==> src/design/three_axis_pi_position_controller_core_macros.svh <==
// Assertion macros shared by the position controller modules.
`ifndef THREE_AXIS_PI_POSITION_CONTROLLER_CORE_MACROS_SVH
`define THREE_AXIS_PI_POSITION_CONTROLLER_CORE_MACROS_SVH

// Same-cycle implication, disabled while reset is asserted.
`define TAPC_ASSERT_IMPL(name, clk, rst_n, ante, cons, msg) \
  name: assert property (@(posedge clk) disable iff (!rst_n) (ante) |-> (cons)) \
    else $error(msg);

// Next-cycle implication, disabled while reset is asserted.
`define TAPC_ASSERT_NEXT(name, clk, rst_n, ante, cons, msg) \
  name: assert property (@(posedge clk) disable iff (!rst_n) (ante) |=> (cons)) \
    else $error(msg);

`endif

==> src/design/tapc_pkg.sv <==
// Shared types and constants for the three-axis PI position controller.
`timescale 1ns / 1ps
package tapc_pkg;

  localparam int NAXES        = 3;
  localparam int ACT_W        = 2;
  localparam int CFG_IDX_W    = 3;
  localparam int GAIN_W       = 16;
  localparam int LIMIT_W      = 31;
  localparam int DIST_W       = 32;
  localparam int DIST_SHIFT   = 16;
  localparam int VEL_W        = 32;
  localparam int FRAC_SHIFT   = 12;
  localparam int SMALL_W      = 24;
  localparam int SQ_W         = 2 * SMALL_W;
  localparam int SQSUM_W      = SQ_W + 2;
  localparam int PROD_CAP_EXP = 60;
  localparam int PROD_W       = PROD_CAP_EXP + 2;
  localparam int SUM_W        = PROD_W + 1;

  localparam int AX_X = 0;
  localparam int AX_Y = 1;
  localparam int AX_Z = 2;

  localparam logic [ACT_W-1:0] ACT_TICK  = 2'd0;
  localparam logic [ACT_W-1:0] ACT_START = 2'd1;
  localparam logic [ACT_W-1:0] ACT_STOP  = 2'd2;

  localparam logic [CFG_IDX_W-1:0] REG_TARGET_X   = 3'd0;
  localparam logic [CFG_IDX_W-1:0] REG_TARGET_Y   = 3'd1;
  localparam logic [CFG_IDX_W-1:0] REG_TARGET_Z   = 3'd2;
  localparam logic [CFG_IDX_W-1:0] REG_PROP_GAIN  = 3'd3;
  localparam logic [CFG_IDX_W-1:0] REG_INTEG_GAIN = 3'd4;
  localparam logic [CFG_IDX_W-1:0] REG_VEL_LIMIT  = 3'd5;
  localparam logic [CFG_IDX_W-1:0] REG_ARRIVE_SQ  = 3'd6;

  localparam logic [GAIN_W-1:0]  PROP_GAIN_RST  = 16'd2048;
  localparam logic [GAIN_W-1:0]  INTEG_GAIN_RST = 16'd0;
  localparam logic [LIMIT_W-1:0] VEL_LIMIT_RST  = 31'd327680;
  localparam logic [DIST_W-1:0]  ARRIVE_SQ_RST  = 32'd5898;

  // Half the output LSB of the Q.12 sum, so the right shift rounds half up.
  localparam logic signed [SUM_W-1:0] ROUND_BIAS = SUM_W'(2048);

  typedef struct packed {
    logic ld_a;
    logic ld_b;
    logic ld_c;
    logic integ_clr;
    logic integ_en;
    logic ld_d;
    logic ld_e;
    logic ld_f;
  } tapc_lane_ctl_t;

  typedef struct packed {
    logic valid;
    logic arrived;
    logic final_cmd;
  } tapc_res_t;

endpackage

==> src/design/tapc_ctrl.sv <==
// Pipeline flow control, arrival test and mission state machine.
`timescale 1ns / 1ps
`include "three_axis_pi_position_controller_core_macros.svh"
module tapc_ctrl (
  input  logic                                                clk,
  input  logic                                                rst_n,
  input  logic                                                in_valid,
  input  logic [tapc_pkg::ACT_W-1:0]                          in_action,
  input  logic                                                in_ovr,
  output logic                                                in_ready,
  input  logic                                                o_ld,
  input  logic [tapc_pkg::NAXES-1:0]                          small_err,
  input  logic [tapc_pkg::NAXES-1:0][tapc_pkg::SQ_W-1:0]      sq,
  input  logic [tapc_pkg::DIST_W-1:0]                         arrive_dist_sq,
  output tapc_pkg::tapc_lane_ctl_t                            lane_ctl,
  output tapc_pkg::tapc_res_t                                 res
);
  import tapc_pkg::*;

  typedef enum logic {ST_IDLE, ST_RUN} state_t;

  state_t           state_r, state_nxt;
  logic             reached_r, reached_nxt;
  logic             a_v_r, b_v_r, c_v_r, d_v_r, e_v_r, f_v_r;
  logic [ACT_W-1:0] a_act_r, b_act_r;
  logic             a_ovr_r, b_ovr_r;
  tapc_res_t        c_res_r, d_res_r, e_res_r, f_res_r, c_res_nxt;
  logic             ld_a, ld_b, ld_c, ld_d, ld_e, ld_f;
  logic             upd;
  logic             clr, integ;
  logic [SQSUM_W-1:0] sq_sum, thr;
  logic             arrive;

  // A stage takes a new transaction when it is empty or its own one moves on.
  assign ld_f     = !f_v_r || o_ld;
  assign ld_e     = !e_v_r || ld_f;
  assign ld_d     = !d_v_r || ld_e;
  assign ld_c     = !c_v_r || ld_d;
  assign ld_b     = !b_v_r || ld_c;
  assign ld_a     = !a_v_r || ld_b;
  assign in_ready = ld_a;
  assign upd      = ld_c && b_v_r;

  assign sq_sum = SQSUM_W'(sq[AX_X]) + SQSUM_W'(sq[AX_Y]) + SQSUM_W'(sq[AX_Z]);
  assign thr    = SQSUM_W'({arrive_dist_sq, {DIST_SHIFT{1'b0}}});
  assign arrive = (&small_err) && (sq_sum < thr);

  always_comb begin
    state_nxt   = state_r;
    reached_nxt = reached_r;
    c_res_nxt   = '0;
    clr         = 1'b0;
    integ       = 1'b0;
    case (b_act_r)
      ACT_START: begin
        state_nxt   = ST_RUN;
        reached_nxt = 1'b0;
        clr         = 1'b1;
      end
      ACT_STOP: begin
        if (state_r == ST_RUN) begin
          state_nxt           = ST_IDLE;
          c_res_nxt.valid     = 1'b1;
          c_res_nxt.arrived   = reached_r;
          c_res_nxt.final_cmd = 1'b1;
        end
      end
      ACT_TICK: begin
        if (state_r == ST_RUN) begin
          if (arrive) begin
            state_nxt           = ST_IDLE;
            reached_nxt         = 1'b1;
            c_res_nxt.valid     = 1'b1;
            c_res_nxt.arrived   = 1'b1;
            c_res_nxt.final_cmd = 1'b1;
          end else if (!b_ovr_r) begin
            integ           = 1'b1;
            c_res_nxt.valid = 1'b1;
          end
        end
      end
      default: begin
      end
    endcase
  end

  always_ff @(posedge clk) begin
    if (!rst_n) begin
      state_r   <= ST_IDLE;
      reached_r <= 1'b0;
      a_v_r     <= 1'b0;
      b_v_r     <= 1'b0;
      c_v_r     <= 1'b0;
      d_v_r     <= 1'b0;
      e_v_r     <= 1'b0;
      f_v_r     <= 1'b0;
      a_act_r   <= ACT_TICK;
      b_act_r   <= ACT_TICK;
      a_ovr_r   <= 1'b0;
      b_ovr_r   <= 1'b0;
      c_res_r   <= '0;
      d_res_r   <= '0;
      e_res_r   <= '0;
      f_res_r   <= '0;
    end else begin
      if (upd) begin
        state_r   <= state_nxt;
        reached_r <= reached_nxt;
      end
      if (ld_a) begin
        a_v_r   <= in_valid;
        a_act_r <= in_action;
        a_ovr_r <= in_ovr;
      end
      if (ld_b) begin
        b_v_r   <= a_v_r;
        b_act_r <= a_act_r;
        b_ovr_r <= a_ovr_r;
      end
      // Transactions that give no result leave the pipeline here.
      if (ld_c) begin
        c_v_r   <= b_v_r && c_res_nxt.valid;
        c_res_r <= c_res_nxt;
      end
      if (ld_d) begin
        d_v_r   <= c_v_r;
        d_res_r <= c_res_r;
      end
      if (ld_e) begin
        e_v_r   <= d_v_r;
        e_res_r <= d_res_r;
      end
      if (ld_f) begin
        f_v_r   <= e_v_r;
        f_res_r <= e_res_r;
      end
    end
  end

  always_comb begin
    lane_ctl.ld_a      = ld_a;
    lane_ctl.ld_b      = ld_b;
    lane_ctl.ld_c      = ld_c;
    lane_ctl.integ_clr = upd && clr;
    lane_ctl.integ_en  = upd && integ;
    lane_ctl.ld_d      = ld_d;
    lane_ctl.ld_e      = ld_e;
    lane_ctl.ld_f      = ld_f;
    res                = f_res_r;
    res.valid          = f_v_r;
  end

  `TAPC_ASSERT_IMPL(a_reached_idle, clk, rst_n, reached_r, state_r == ST_IDLE, "reached while running")
  `TAPC_ASSERT_NEXT(a_start_arms, clk, rst_n, upd && (b_act_r == ACT_START), (state_r == ST_RUN) && !reached_r, "start did not arm")
  `TAPC_ASSERT_IMPL(a_arrived_final, clk, rst_n, c_v_r && c_res_r.arrived, c_res_r.final_cmd, "arrival without final command")

endmodule

==> config.mk <==
export PLATFORM = sky130hd
export DESIGN_NAME = tapc_ctrl
export DESIGN_NICKNAME = d
export VERILOG_FILES = /design/src/design/tapc_pkg.sv /design/src/design/tapc_ctrl.sv
export VERILOG_INCLUDE_DIRS = /design/src /design/src/design
export SDC_FILE = /design/constraint.sdc
export NUM_CORES = 1
export LEC_CHECK = 0
export BUFFER_PORTS_ARGS = -buffer_cell sky130_fd_sc_hd__buf_4
export CAP_MARGIN = 25
export CORE_MARGIN = 1.5
export CORE_UTILIZATION = 55
export CTS_BUF_LIST = sky130_fd_sc_hd__clkbuf_8 sky130_fd_sc_hd__clkbuf_16
export CTS_CLUSTER_DIAMETER = 100
export CTS_CLUSTER_SIZE = 20
export DETAILED_ROUTE_END_ITERATION = 6
export GPL_ROUTABILITY_DRIVEN = 0
export GPL_TIMING_DRIVEN = 0
export PLACE_DENSITY = 0.88
export SYNTH_ARGS = -nofsm -noshare
export SYNTH_HDL_FRONTEND = slang
export SYNTH_SLANG_ARGS = --single-unit
==> constraint.sdc <==
create_clock -name clk -period 12.84 [get_ports clk]
set_clock_uncertainty 0.15 [all_clocks]
set_input_delay 0.642 -clock clk [delete_from_list [all_inputs] [get_ports clk]]
set_output_delay 0.642 -clock clk [all_outputs]
set_load 0.01 [all_outputs]
-- Yosys cells after proc, flatten, opt, wreduce, memory -nomap -nowiden
Index checks and enable logic that the tools add are counted.
- register bits: 22
- bits of input ports: 186
- output and inout bits: 12
- word-level logic and storage cells: 66
- add/sub/neg operators: 2
- order comparisons: 1
- eq/ne operators: 4
- multiplexer cells: 16
- reductions and logical operators: 23
- operators by type and width (cell ; number):
    $add 49x48->50 ; 1
    $lt 50x48->1 ; 1
    $add 48x48->49 ; 1
    $mux 1 ; 10
    $logic_not 1->1 ; 6
    $logic_or 1x1->1 ; 6
    $mux 3 ; 2
    $pmux 3 s2 ; 1
    $logic_and 1x1->1 ; 5
    $ne 2x2->1 const B ; 2
    $reduce_and 4->1 ; 1
    $pmux 1 s3 ; 1
    $reduce_and 3->1 ; 1
    $reduce_bool 3->1 ; 1
    $eq 2x1->1 const B ; 1
    $eq 2x2->1 const B ; 1
    $logic_not 2->1 ; 1
    $mux 2 ; 1
    $pmux 1 s2 ; 1
    $reduce_and 2->1 ; 1
    $reduce_bool 2->1 ; 1

-- Longest topological paths before layout
- word-level depth: 8
- mapped depth: 23
- depth with buffers taken out: 23

-- Least setup slack after synthesis
OpenSTA, ideal clock, no wires.
- kind: input to output
- from: input sq[9] (netlist name)
- to: output lane_ctl[3] (netlist name)
- data arrival time: 5.171 ns
- data required time: 12.048 ns
- setup slack: 6.877 ns
- stages: 23
- path buffers: 0
- cells stage by stage: inv_1 > fa_1 > inv_1 > ha_1 > nand2_1 > or3_1 > o31a_1 > a211oi_2 > a2111oi_4 > o41ai_4 > a31o_2 > a21oi_1 > xnor2_1 > ha_1 > nand4_1 > nor4_1 > nand4_1 > a21oi_1 > a2111oi_0 > and4_2 > nand3b_4 > nand2_1 > nor4_1
- RTL lines (item ; line ; RTL):
    from (decl) ; tapc_ctrl.sv:13 ; input logic [tapc_pkg::NAXES-1:0][tapc_pkg::SQ_W-1:0] sq,
    to (decl) ; tapc_ctrl.sv:15 ; output tapc_pkg::tapc_lane_ctl_t lane_ctl,

==> results by group <==
Status
  • Status: finished, final reports clean

Worst hold path
  • Hold Crit Class: register to register

Timing
  • Fin. Hold Viols: 0
  • Worst-margin pin slew: 813 ps
  • # setup viols final: 0
  • Setup repair after global routing missed its margin: false
  • Final Slew Violations: 0
  • Slew headroom: 45.2%
  • F_max: 0.144 GHz
  • Final cycle utilization of the critical path: 54.3%
  • Fin crit period: 6970 ps
  • TNS Setup: 0 ps

Setup path
  • Critical path's top delay family: compound AO/OA/AOI/OAI gates
  • Setup CP Type: input port to output pin
  • Crit-path max FO: 5
  • Worst Path Buf+Inv: 4
  • CP cell instances: buf_4 > inv_1 > fa_1 > inv_1 > ha_1 > a2111oi_0 > o21ai_0 > a311oi_2 > a21o_1 > o21a_1 > o21ai_0 > a311oi_1 > xnor2_1 > ha_1 > nand2_1 > nor4_1 > nand4_1 > a21oi_1 > a2111oi_0 > and4_2 > nand3b_4 > nand2_1 > nor4_1 > buf_4
  • Slowest CP cell: a311oi_2
  • R2r setup slk: 10,000 ps
  • Crit end category: output pin
  • Worst EP arrival: 6180 ps
  • Worst setup SP type: input port
  • Slowest stage delay, CP: 620 ps
  • Worst path required time: 12,050 ps

Logic synthesis
  • Largest family of logic cells by synthesized area: adder cells
  • Adder-cell share of the synthesized area: 37.0%
  • Simple-gate portion of the synthesized area: 16.0%
  • Mapped Cells: 629
  • Async SR Flop Fraction: 0%
  • Synthesized net count: 940
  • Cell taking the most area after synthesis: ha_1
  • Xor and xnor area share after synthesis: 5.24%
  • Syn avg cell area: 8.23 um2
  • Netlist cell types: 65
  • Post-synth top area share: 18.8%
  • Synth Cell Area: 5180 um2
  • Seq cells post-synth: 22
  • Register area share after synthesis: 8.50%
  • Top cells by count, synth: 84 x inv_1, 78 x ha_1, 55 x a21oi_1
  • Synth area leaders: ha_1 19%, fa_1 18%, dfxtp_1 8.5%
  • Top-count cell post-synth: inv_1
  • Post-synth EDFFs: 0
  • Post-synthesis mux area share: 1.35%
  • Complex-gate fraction of the synthesized area: 24.1%
  • Ys Warns: 0
  • Main synth FF type: dfxtp_1

Place
  • DPL Wire Length: 12.4 mm
  • Placed Area: 6800 um2
  • PortBufs: 197

Clock tree
  • Bufs on Longest Clock Path: 2
  • Clock slew seen by the registers of the worst setup and hold paths: 80 ps
  • CTS Root Cell: clkbuf_8
  • TritonCTS buffer count: 3
  • Worst-Skew Late Latency: 270 ps
  • Post_cts resized: 0
  • Clock Sink Count: 22
  • Post-CTS Hold Fix Bufs: 0
  • H-Tree Level Count: 1
  • Setup bufs post-CTS: 0
  • CTS tree: yes

Floorplanning
  • Initial Util: 56.3%
  • DIE WIDTH: 100 um
  • I/O Pins: 198
  • Die footprint: 10,000 um2
  • Rows: 35
  • Die height: 100 um
  • Core area: 9200 um2

Power
  • Leakage power: 3.39 nW
  • Pwr Total: 610 uW
  • Pwr dens: 88.9 nW/um2
  • Worst vdd ir: 0.0506 mV

Final layout
  • # diodes: 0
  • Share of cells above drive strength 1: 27.3%
  • Fillers: 677
  • Layout area overhead: 32.6%
  • Fin nets: 1,142
  • FF+latch area: 440 um2
  • Area of the multi-input gates: 4330 um2
  • Post-route cell area: 6870 um2

Global routing
  • Vias in the first global route: 5,430
  • Global-route wire length before repair: 23.5 mm
  • Initial antenna violation count: 0
  • Overall routing resource usage: 28.5%
  • Gr ovfl total: 0
  • Largest net degree at the start of global routing: 14

Routing
  • First-pass iteration count of the detailed router: 7
  • Via count: 5,391
  • Drt wl/cell: 15.1 um
  • Antenna-violating nets left: 0
  • # DRC: 0
  • DRT Wirelength: 14.2 mm
  • DR vias/cell: 5.73
  • Initial drt markers: 243

Job
  • Max-cap violations: 0
[worst register-to-register path, stage by stage (launching register included)]
cell     delay [ps]
dfxtp_1         330
nor2b_1         350
and2_1          280
nand2_1         170
nor2_1          340
inv_1           200
nor2_1          350
nand2_1         270
mux2i_1         230
nor2b_1          60
[cells by family after synthesis]
kind of cell	after synthesis
compound gates	180
simple gates	165
fa+ha+maj	125
buf+inv	99
xor+xnor	31
flops	22
mux	7
[state kept, by name, indices dropped and copies added (netlist names)]
register	flops
state_r	1
c_v_r	1
b_act_r	2
f_v_r	1
b_ovr_r	1
e_res_r	2
res	2
c_res_r	2
a_v_r	1
d_res_r	2
e_v_r	1
reached_r	1
d_v_r	1
a_act_r	2
a_ovr_r	1
b_v_r	1
[placed cells by master (no fill, tap or decap), types with 16 or more instances in the layout]
master and instances:
buf_4 204, inv_1 84, ha_1 78, a21oi_1 55, nand2_1 49, fa_1 47, nor2_1 37, o21ai_0 31
dfxtp_1 22, xnor2_1 19, nand3_1 17, a21o_1 16
[area by class of cell]
cell class | count | share of cell area, %
Inverter | 84 | 4.59
Tap cell | 111 | 2.02
Multi-Input combinational cell | 508 | 63.1
Sequential cell | 22 | 6.41
Clock buffer | 3 | 0.601
Buffer | 15 | 1.31
Clock inverter | 1 | 0.437
Timing Repair Buffer | 197 | 21.5
[where the power goes]
group / switching (mW) / internal [mW]
clock: 0.0237 / 0.0417
combinational: 0.260 / 0.215
sequential: 0.000963 / 0.0694
[layer usage]
layer | part of all wire (%) | routed length, um | global-route usage, % | vias to the layer above
met1 | 39 | 5590 | 32.9 | 2513
met3 | 5.9 | 838 | 2.72 | 31
met4 | 2.0 | 278 | 6.72 | 0
met5 | 0 | 0 | 0 | -
met2 | 53 | 7540 | 55.8 | 226
li1 | - | - | - | 2621
[worst paths after layout]
kind              start           to  depth (start not counted)
min reg2reg  e_res_r[1]   e_res_r[1]                          2
min          e_res_r[1]   e_res_r[1]                          2
max reg2reg       f_v_r   a_act_r[1]                          9
max               sq[7]  lane_ctl[3]                         24
[stage by stage]
| stage | setup slack, ps | util (%) | instances | hold slack [ps] |
|---|---|---|---|---|
| after CTS | 6040 | 74.7 | 941 | 322 |
| after floorplan | 6880 | - | 629 | 280 |
| after global routing | 5510 | 74.7 | 941 | 342 |
| final | 5870 | 74.7 | 941 | 323 |
| after global placement | 6090 | 73.9 | 937 | 292 |
| after detailed placement | 6090 | 73.9 | 937 | 300 |
Note: power is estimated with default switching activity, not from simulation.
